**src/sv/pbaq_pkg.sv**
```systemverilog
// ----------------------------------------------------------------------------
// pbaq_pkg
// Shared constants, types and helper functions of the palette block average
// quantizer.
// ----------------------------------------------------------------------------
package pbaq_pkg;

  localparam int MAX_BLOCK_PIXELS = 65536;
  localparam int SEARCH_ENTRIES   = 240;
  localparam int TABLE_DEPTH      = 240;

  localparam int COLOR_W      = 8;
  localparam int NUM_LANES    = 3;
  localparam int ENTRY_W      = NUM_LANES * COLOR_W;
  localparam int INDEX_W      = 8;
  localparam int TABLE_ADDR_W = $clog2(TABLE_DEPTH);
  localparam int COUNT_W      = $clog2(MAX_BLOCK_PIXELS + 1);
  localparam int SUM_W        = $clog2(255 * MAX_BLOCK_PIXELS + 1);
  localparam int QUOT_W       = COLOR_W;
  localparam int DIV_W        = COUNT_W + QUOT_W;
  localparam int DIV_CNT_W    = $clog2(QUOT_W);
  localparam int SQ_W         = 2 * COLOR_W;
  localparam int DIST_W       = $clog2(3 * 255 * 255 + 1);
  localparam int SRCH_CNT_W   = $clog2(SEARCH_ENTRIES + 1);

  localparam logic [INDEX_W-1:0] TRANSPARENT_INDEX = 8'd255;
  localparam logic [INDEX_W-1:0] FULLBRIGHT_FIRST  = 8'd240;

  localparam logic OP_PAL_WRITE = 1'b0;
  localparam logic OP_PIXEL     = 1'b1;

  typedef enum logic [2:0] {
    ST_IDLE,
    ST_ACC,
    ST_FIN,
    ST_DIV,
    ST_BASE,
    ST_SRCH,
    ST_OUT
  } state_t;

  // Commands from the controller to the datapath.
  typedef struct packed {
    logic pal_wr;
    logic pix_cap;
    logic pix_acc;
    logic div_start;
    logic div_step;
    logic base_load;
    logic srch_step;
    logic res_load;
    logic load_out;
  } cmd_t;

  // Status from the datapath to the controller.
  typedef struct packed {
    logic pix_last;
    logic special;
    logic div_last;
    logic srch_done;
  } sts_t;

  function automatic logic [SQ_W-1:0] sq_diff(input logic [COLOR_W-1:0] a,
                                               input logic [COLOR_W-1:0] b);
    logic [COLOR_W-1:0] d;
    d = (a > b) ? (a - b) : (b - a);
    return d * d;
  endfunction

endpackage

```
**src/sv/pbaq_ctrl.sv**
```systemverilog
// ----------------------------------------------------------------------------
// pbaq_ctrl
// Controller: sequences pixel accumulation, division and palette search, and
// owns the handshake of both channels.
// ----------------------------------------------------------------------------
module pbaq_ctrl (
  input  logic           clk,
  input  logic           rst_n,
  input  logic           in_valid,
  input  logic           in_operation,
  output logic           in_stall,
  output logic           out_valid,
  input  logic           out_stall,
  input  pbaq_pkg::sts_t sts,
  output pbaq_pkg::cmd_t cmd
);
  import pbaq_pkg::*;

  state_t state_r, state_nxt;
  logic   out_valid_r, out_valid_nxt;
  logic   out_free;

  assign out_free = !out_valid_r || !out_stall;
  assign in_stall = (state_r != ST_IDLE);

  always_comb begin
    state_nxt = state_r;
    case (state_r)
      ST_IDLE: begin
        if (in_valid && (in_operation == OP_PIXEL)) begin
          state_nxt = ST_ACC;
        end
      end
      ST_ACC:  state_nxt = sts.pix_last ? ST_FIN : ST_IDLE;
      ST_FIN:  state_nxt = sts.special ? ST_OUT : ST_DIV;
      ST_DIV: begin
        if (sts.div_last) begin
          state_nxt = ST_BASE;
        end
      end
      ST_BASE: state_nxt = ST_SRCH;
      ST_SRCH: begin
        if (sts.srch_done) begin
          state_nxt = ST_OUT;
        end
      end
      ST_OUT: begin
        if (out_free) begin
          state_nxt = ST_IDLE;
        end
      end
      default: state_nxt = ST_IDLE;
    endcase
  end

  always_comb begin
    cmd = '0;
    case (state_r)
      ST_IDLE: begin
        cmd.pal_wr  = in_valid && (in_operation == OP_PAL_WRITE);
        cmd.pix_cap = in_valid && (in_operation == OP_PIXEL);
      end
      ST_ACC: cmd.pix_acc = 1'b1;
      ST_FIN: begin
        cmd.res_load  = sts.special;
        cmd.div_start = !sts.special;
      end
      ST_DIV:  cmd.div_step  = 1'b1;
      ST_BASE: cmd.base_load = 1'b1;
      ST_SRCH: begin
        cmd.srch_step = !sts.srch_done;
        cmd.res_load  = sts.srch_done;
      end
      ST_OUT:  cmd.load_out = out_free;
      default: cmd = '0;
    endcase
  end

  // The output register holds a finished beat while the next block fills.
  always_comb begin
    out_valid_nxt = out_valid_r;
    if (cmd.load_out) begin
      out_valid_nxt = 1'b1;
    end else if (out_valid_r && !out_stall) begin
      out_valid_nxt = 1'b0;
    end
  end

  always_ff @(posedge clk) begin
    if (!rst_n) begin
      state_r     <= ST_IDLE;
      out_valid_r <= 1'b0;
    end else begin
      state_r     <= state_nxt;
      out_valid_r <= out_valid_nxt;
    end
  end

  assign out_valid = out_valid_r;

  a_pixel_to_acc: assert property (@(posedge clk) disable iff (!rst_n)
    (in_valid && !in_stall && (in_operation == OP_PIXEL)) |=> (state_r == ST_ACC))
    else $error("accepted pixel did not move to accumulation");

  a_result_source: assert property (@(posedge clk) disable iff (!rst_n)
    $rose(out_valid_r) |-> $past(state_r == ST_OUT))
    else $error("result beat appeared outside the output state");

  a_no_overwrite: assert property (@(posedge clk) disable iff (!rst_n)
    cmd.load_out |-> (!out_valid_r || !out_stall))
    else $error("pending result beat overwritten");

endmodule

```
**config.mk**
```make
export PLATFORM = sky130hd
export DESIGN_NAME = pbaq_ctrl
export DESIGN_NICKNAME = d
export VERILOG_FILES = /design/src/sv/pbaq_pkg.sv /design/src/sv/pbaq_ctrl.sv
export SDC_FILE = /design/constraint.sdc
export NUM_CORES = 1
export LEC_CHECK = 0
export BUFFER_PORTS_ARGS = -buffer_cell sky130_fd_sc_hd__buf_4
export CORE_AREA = 2 2 39 41
export CTS_BUF_LIST = sky130_fd_sc_hd__clkbuf_8
export DETAILED_ROUTE_END_ITERATION = 8
export DIE_AREA = 0 0 41 43
export SYNTH_ARGS = -nofsm -noshare
export SYNTH_HDL_FRONTEND = slang
export SYNTH_SLANG_ARGS = --single-unit
```
**constraint.sdc**
```tcl
create_clock -name clk -period 2.5 [get_ports clk]
set_clock_uncertainty 0.1 [all_clocks]
set_input_delay 0.5 -clock clk [delete_from_list [all_inputs] [get_ports clk]]
set_output_delay 0.5 -clock clk [all_outputs]
set_load 0.1 [all_outputs]
```
# Word-level counts from Yosys, hierarchy flattened
# Index checks and enable logic that the tools add are counted.
dict set report word_totals {
  elab_cells 42
  reg_bits 4
  output_inout_bits 11
}
dict set report op_classes {
  bitwise 1
  reduce_logical 12
  muxes 17
  n_eq_ne 10
}
# op count
set ops {}
lappend ops {{case mux 3 bit (7 select lines)} 1}
lappend ops {{two-way mux 3 bit} 5}
lappend ops {{== test 3 bit, second input constant} 3}
lappend ops {{two-way mux 1 bit} 8}
lappend ops {{!= test 2 bit, second input constant} 4}
lappend ops {{== test 3 x 2 -> 1 bit, second input constant} 2}
lappend ops {{zero test 1 bit} 4}
lappend ops {{two-way mux 2 bit} 2}
lappend ops {{AND reduction 4 bit} 1}
lappend ops {{== test 3 x 1 -> 1 bit, second input constant} 1}
lappend ops {{logical AND 1 bit} 3}
lappend ops {{zero test 3 bit} 1}
lappend ops {{nonzero test 3 bit} 1}
lappend ops {{case mux 1 bit (2 select lines)} 1}
lappend ops {{nonzero test 2 bit} 1}
lappend ops {{logical OR 1 bit} 1}
lappend ops {{NOT 1 bit} 1}

# Longest topological paths before layout
dict set report logic_depth {
  depth_word 4
  depth_mapped 5
  mapped_depth_nobuf 3
}

# Worst setup path before layout
# No wires, ideal clock.
dict set report synth_timing {
  path_kind {register -> output}
  start {reg state_r[2]}
  end {out cmd[3] in the netlist's numbering}
  required_ns 1.900
  t_arrival_ns 2.827
  setup_slack_ns -0.927
  stages_incl_launch_ff 4
  path_buffers 2
  cell_sequence {dfxtp_1 -> buf_6 -> buf_2 -> nor3b_1}
}
# element line_no
set synth_rtl {}
lappend synth_rtl {{from (decl)} pbaq_ctrl.sv:19} ;# state_t state_r, state_nxt;
lappend synth_rtl {{from (signal assigned)} pbaq_ctrl.sv:94} ;# state_r <= state_nxt;
lappend synth_rtl {{to (decl)} pbaq_ctrl.sv:15} ;# output pbaq_pkg::cmd_t cmd

==> run metrics <==
worst slew pin tran 0.4643 ns; reg-to-reg startpoint state_r[1]$_SDFFE_PN0P_; critical path type reg -> out; Crit-path slowest cell or3_4; final setup vio count 0; M1 GR Usage 15.97%; # resized after CTS 0; remaining antenna violation count 0; Worst-path clk slew 0.03 ns; Tot Pwr 0.2596 mW; post-synth top area cell dfxtp_1; Post-synth EDFFs 0; CTS tree built; Layout Area Growth over Synthesis 50.31%; compound-gate portion of the synthesized area 26.73%; worst skew pair latency 0.21 ns; # Post-CTS Setup Buffers 0; Nets 78; RSZ-0062 raised after global routing no; post-synthesis adder-cell area fraction 0%; HP Start out_valid$_SDFFE_PN0P_; final number of hold-violating endpoints 0; DRT iter0 DRCs 3; achievable frequency 459.2 MHz; chip width 41 µm; placer congestion estimate 0.7178; Syn Area/Cell 8.120 µm²; worst-path fanout max 12; Yosys cell types 26; Cells after DPL 80; Longest Clk Path Bufs 2; share of the synthesized area in the top cell type 20.13%; core box area 1384 µm²; crit path DAT 1.58 ns; share of post-route cells with drive strength above 1 52.24%; max-slew violations 0; antenna violations before repair 0; register area share after synthesis 20.13%; setup tns final 0 ns; Total Routed Length 903 µm; cell area after synthesis 397.9 µm²; outcome completed; most frequent cell after synthesis a21oi_1; DRC 0; min Tclk post-route 2.178 ns; largest family of logic cells by synthesized area simple AND/OR/NAND/NOR gates; layer with the highest usage met2; grt ovf 0; # IOs 20; H-tree Lvls 1; Pwr Density 434.1 nW/µm²; top cells by area, synth dfxtp_1 20%, nor3b_1 9.4%, nor3b_2 9.4%; Post-synth ARST share 0%; top_reg_cell synth dfxtp_1; GR Util met3 4.712%; P_leak 0.2530 nW; Util after Layout 43.22%; GRT Resource Usage Total 11.52%; vias 420; peak supply drop 294.2 µV; Worst Setup End Kind output pin; Synth top cells by count 6 x a21oi_1, 5 x nor3b_1, 4 x dfxtp_1; WL per Instance 10.88 µm; Die Y 43 µm; relative slew slack 69.00%; worst hold slack 0.4072 ns; met2 Track Usage GR 16.56%; Synth Area in XOR/XNOR 0%; largest net degree at the start of global routing 19; synth warn 0; simple-gate share of the synthesized area 38.68%; CTS Hold Bufs 0; MaxCap Viol Count 0; kind of start point of the critical path flip-flop; # rows 14; Initial Utilization 28.75%; Pre-antenna DRT Iters 2; DP HPWL 666.1 µm; final worst path period share 87.10%; Req. time, crit path 1.90 ns; Setup crit start state_r[0]$_SDFFE_PN0P_; Via density 5.060; Layout Cells excl Fill 83; clk sink count 4; Hold/Removal Path Class reg -> reg; Synth Register Bits 4; vias in the first global route 358; port bufs 19; CTS buffer count 3; mux cell area share after synthesis 2.516%; CP Cell Sequence or3_4, nor3b_4, buf_4; Mapped Cells 49; Worst path max stage delay 0.46 ns; syn_nets 58; first-pass GRT wire length 1455 µm; die area 1763 µm²; antenna cells 0; Root Buffer clkbuf_8
## metrics by stage
| step | instance area [µm²] | setup WS (ns) |
|---|---|---|
| 5_1_grt | 598.1 | 0.2226 |
| 3_5_place_dp | 556.8 | 0.5350 |
| 6_report | 598.1 | 0.3224 |
| 3_3_place_gp | 556.8 | 0.5538 |
| 2_1_floorplan | 426.7 | 0.04968 |
| 4_1_cts | 598.1 | 0.3079 |
## layout make-up
class                      count  area (µm²)
sequential                     4       80.08
clock buffer                   3       41.29
fill                         153       785.8
inverter                       2       7.507
timing repair buffer          20       150.1
multi-input combinational     38       299.0
tap                           16       20.02
## cells in the final DEF, fill, tap and decap left out, types with 2 or more instances in the layout
| master | instances |
|---|---|
| buf_4 | 20 |
| a21oi_1 | 6 |
| nor3b_2 | 4 |
| dfxtp_1 | 4 |
| nand2_1 | 3 |
| nor3b_1 | 3 |
| clkbuf_8 | 3 |
| nand3_1 | 2 |
| nor2_2 | 2 |
| nand3b_1 | 2 |
| a211o_1 | 2 |
## cells by family (layout without fill, tap and decap cells)
| kind of cell | Yosys count | count (layout) |
|---|---|---|
| simple gates | 22 | 22 |
| compound gates | 15 | 15 |
| buf+inv | 7 | 25 |
| flops | 4 | 4 |
| mux | 1 | 1 |
## worst max-delay path, delay by kind of cell (launching register included)
family | cells | cell delay, ns
DFF | 1 | 0.43
and+or+nand+nor | 2 | 0.63
buffers and inverters | 1 | 0.31
## final timing paths
check | endpoint | slack, ns | depth (start not counted)
setup / recovery | cmd[8] | 0.32 | 3
hold / removal | out_valid$_SDFFE_PN0P_ | 0.41 | 2
setup reg to reg | state_r[1]$_SDFFE_PN0P_ | 1.04 | 3
hold reg to reg | out_valid$_SDFFE_PN0P_ | 0.41 | 2
## report_power, final
part	switching (mW)	internal, mW	total [mW]
sequential	0.00247	0.0650	0.0675
combinational	0.0382	0.0210	0.0592
clock	0.0305	0.102	0.133
total	0.0712	0.188	0.260
## routing by layer
layer,wire [µm],vias up
met1,407,192
met2,434,12
met4,0,0
met5,0,-
li1,-,216
met3,61,0
## state kept, by name (all words and copies together), names as in the netlist
| name | count |
|---|---|
| state_r | 3 |
| out_valid | 1 |
Power figures use the tool's default switching activity.
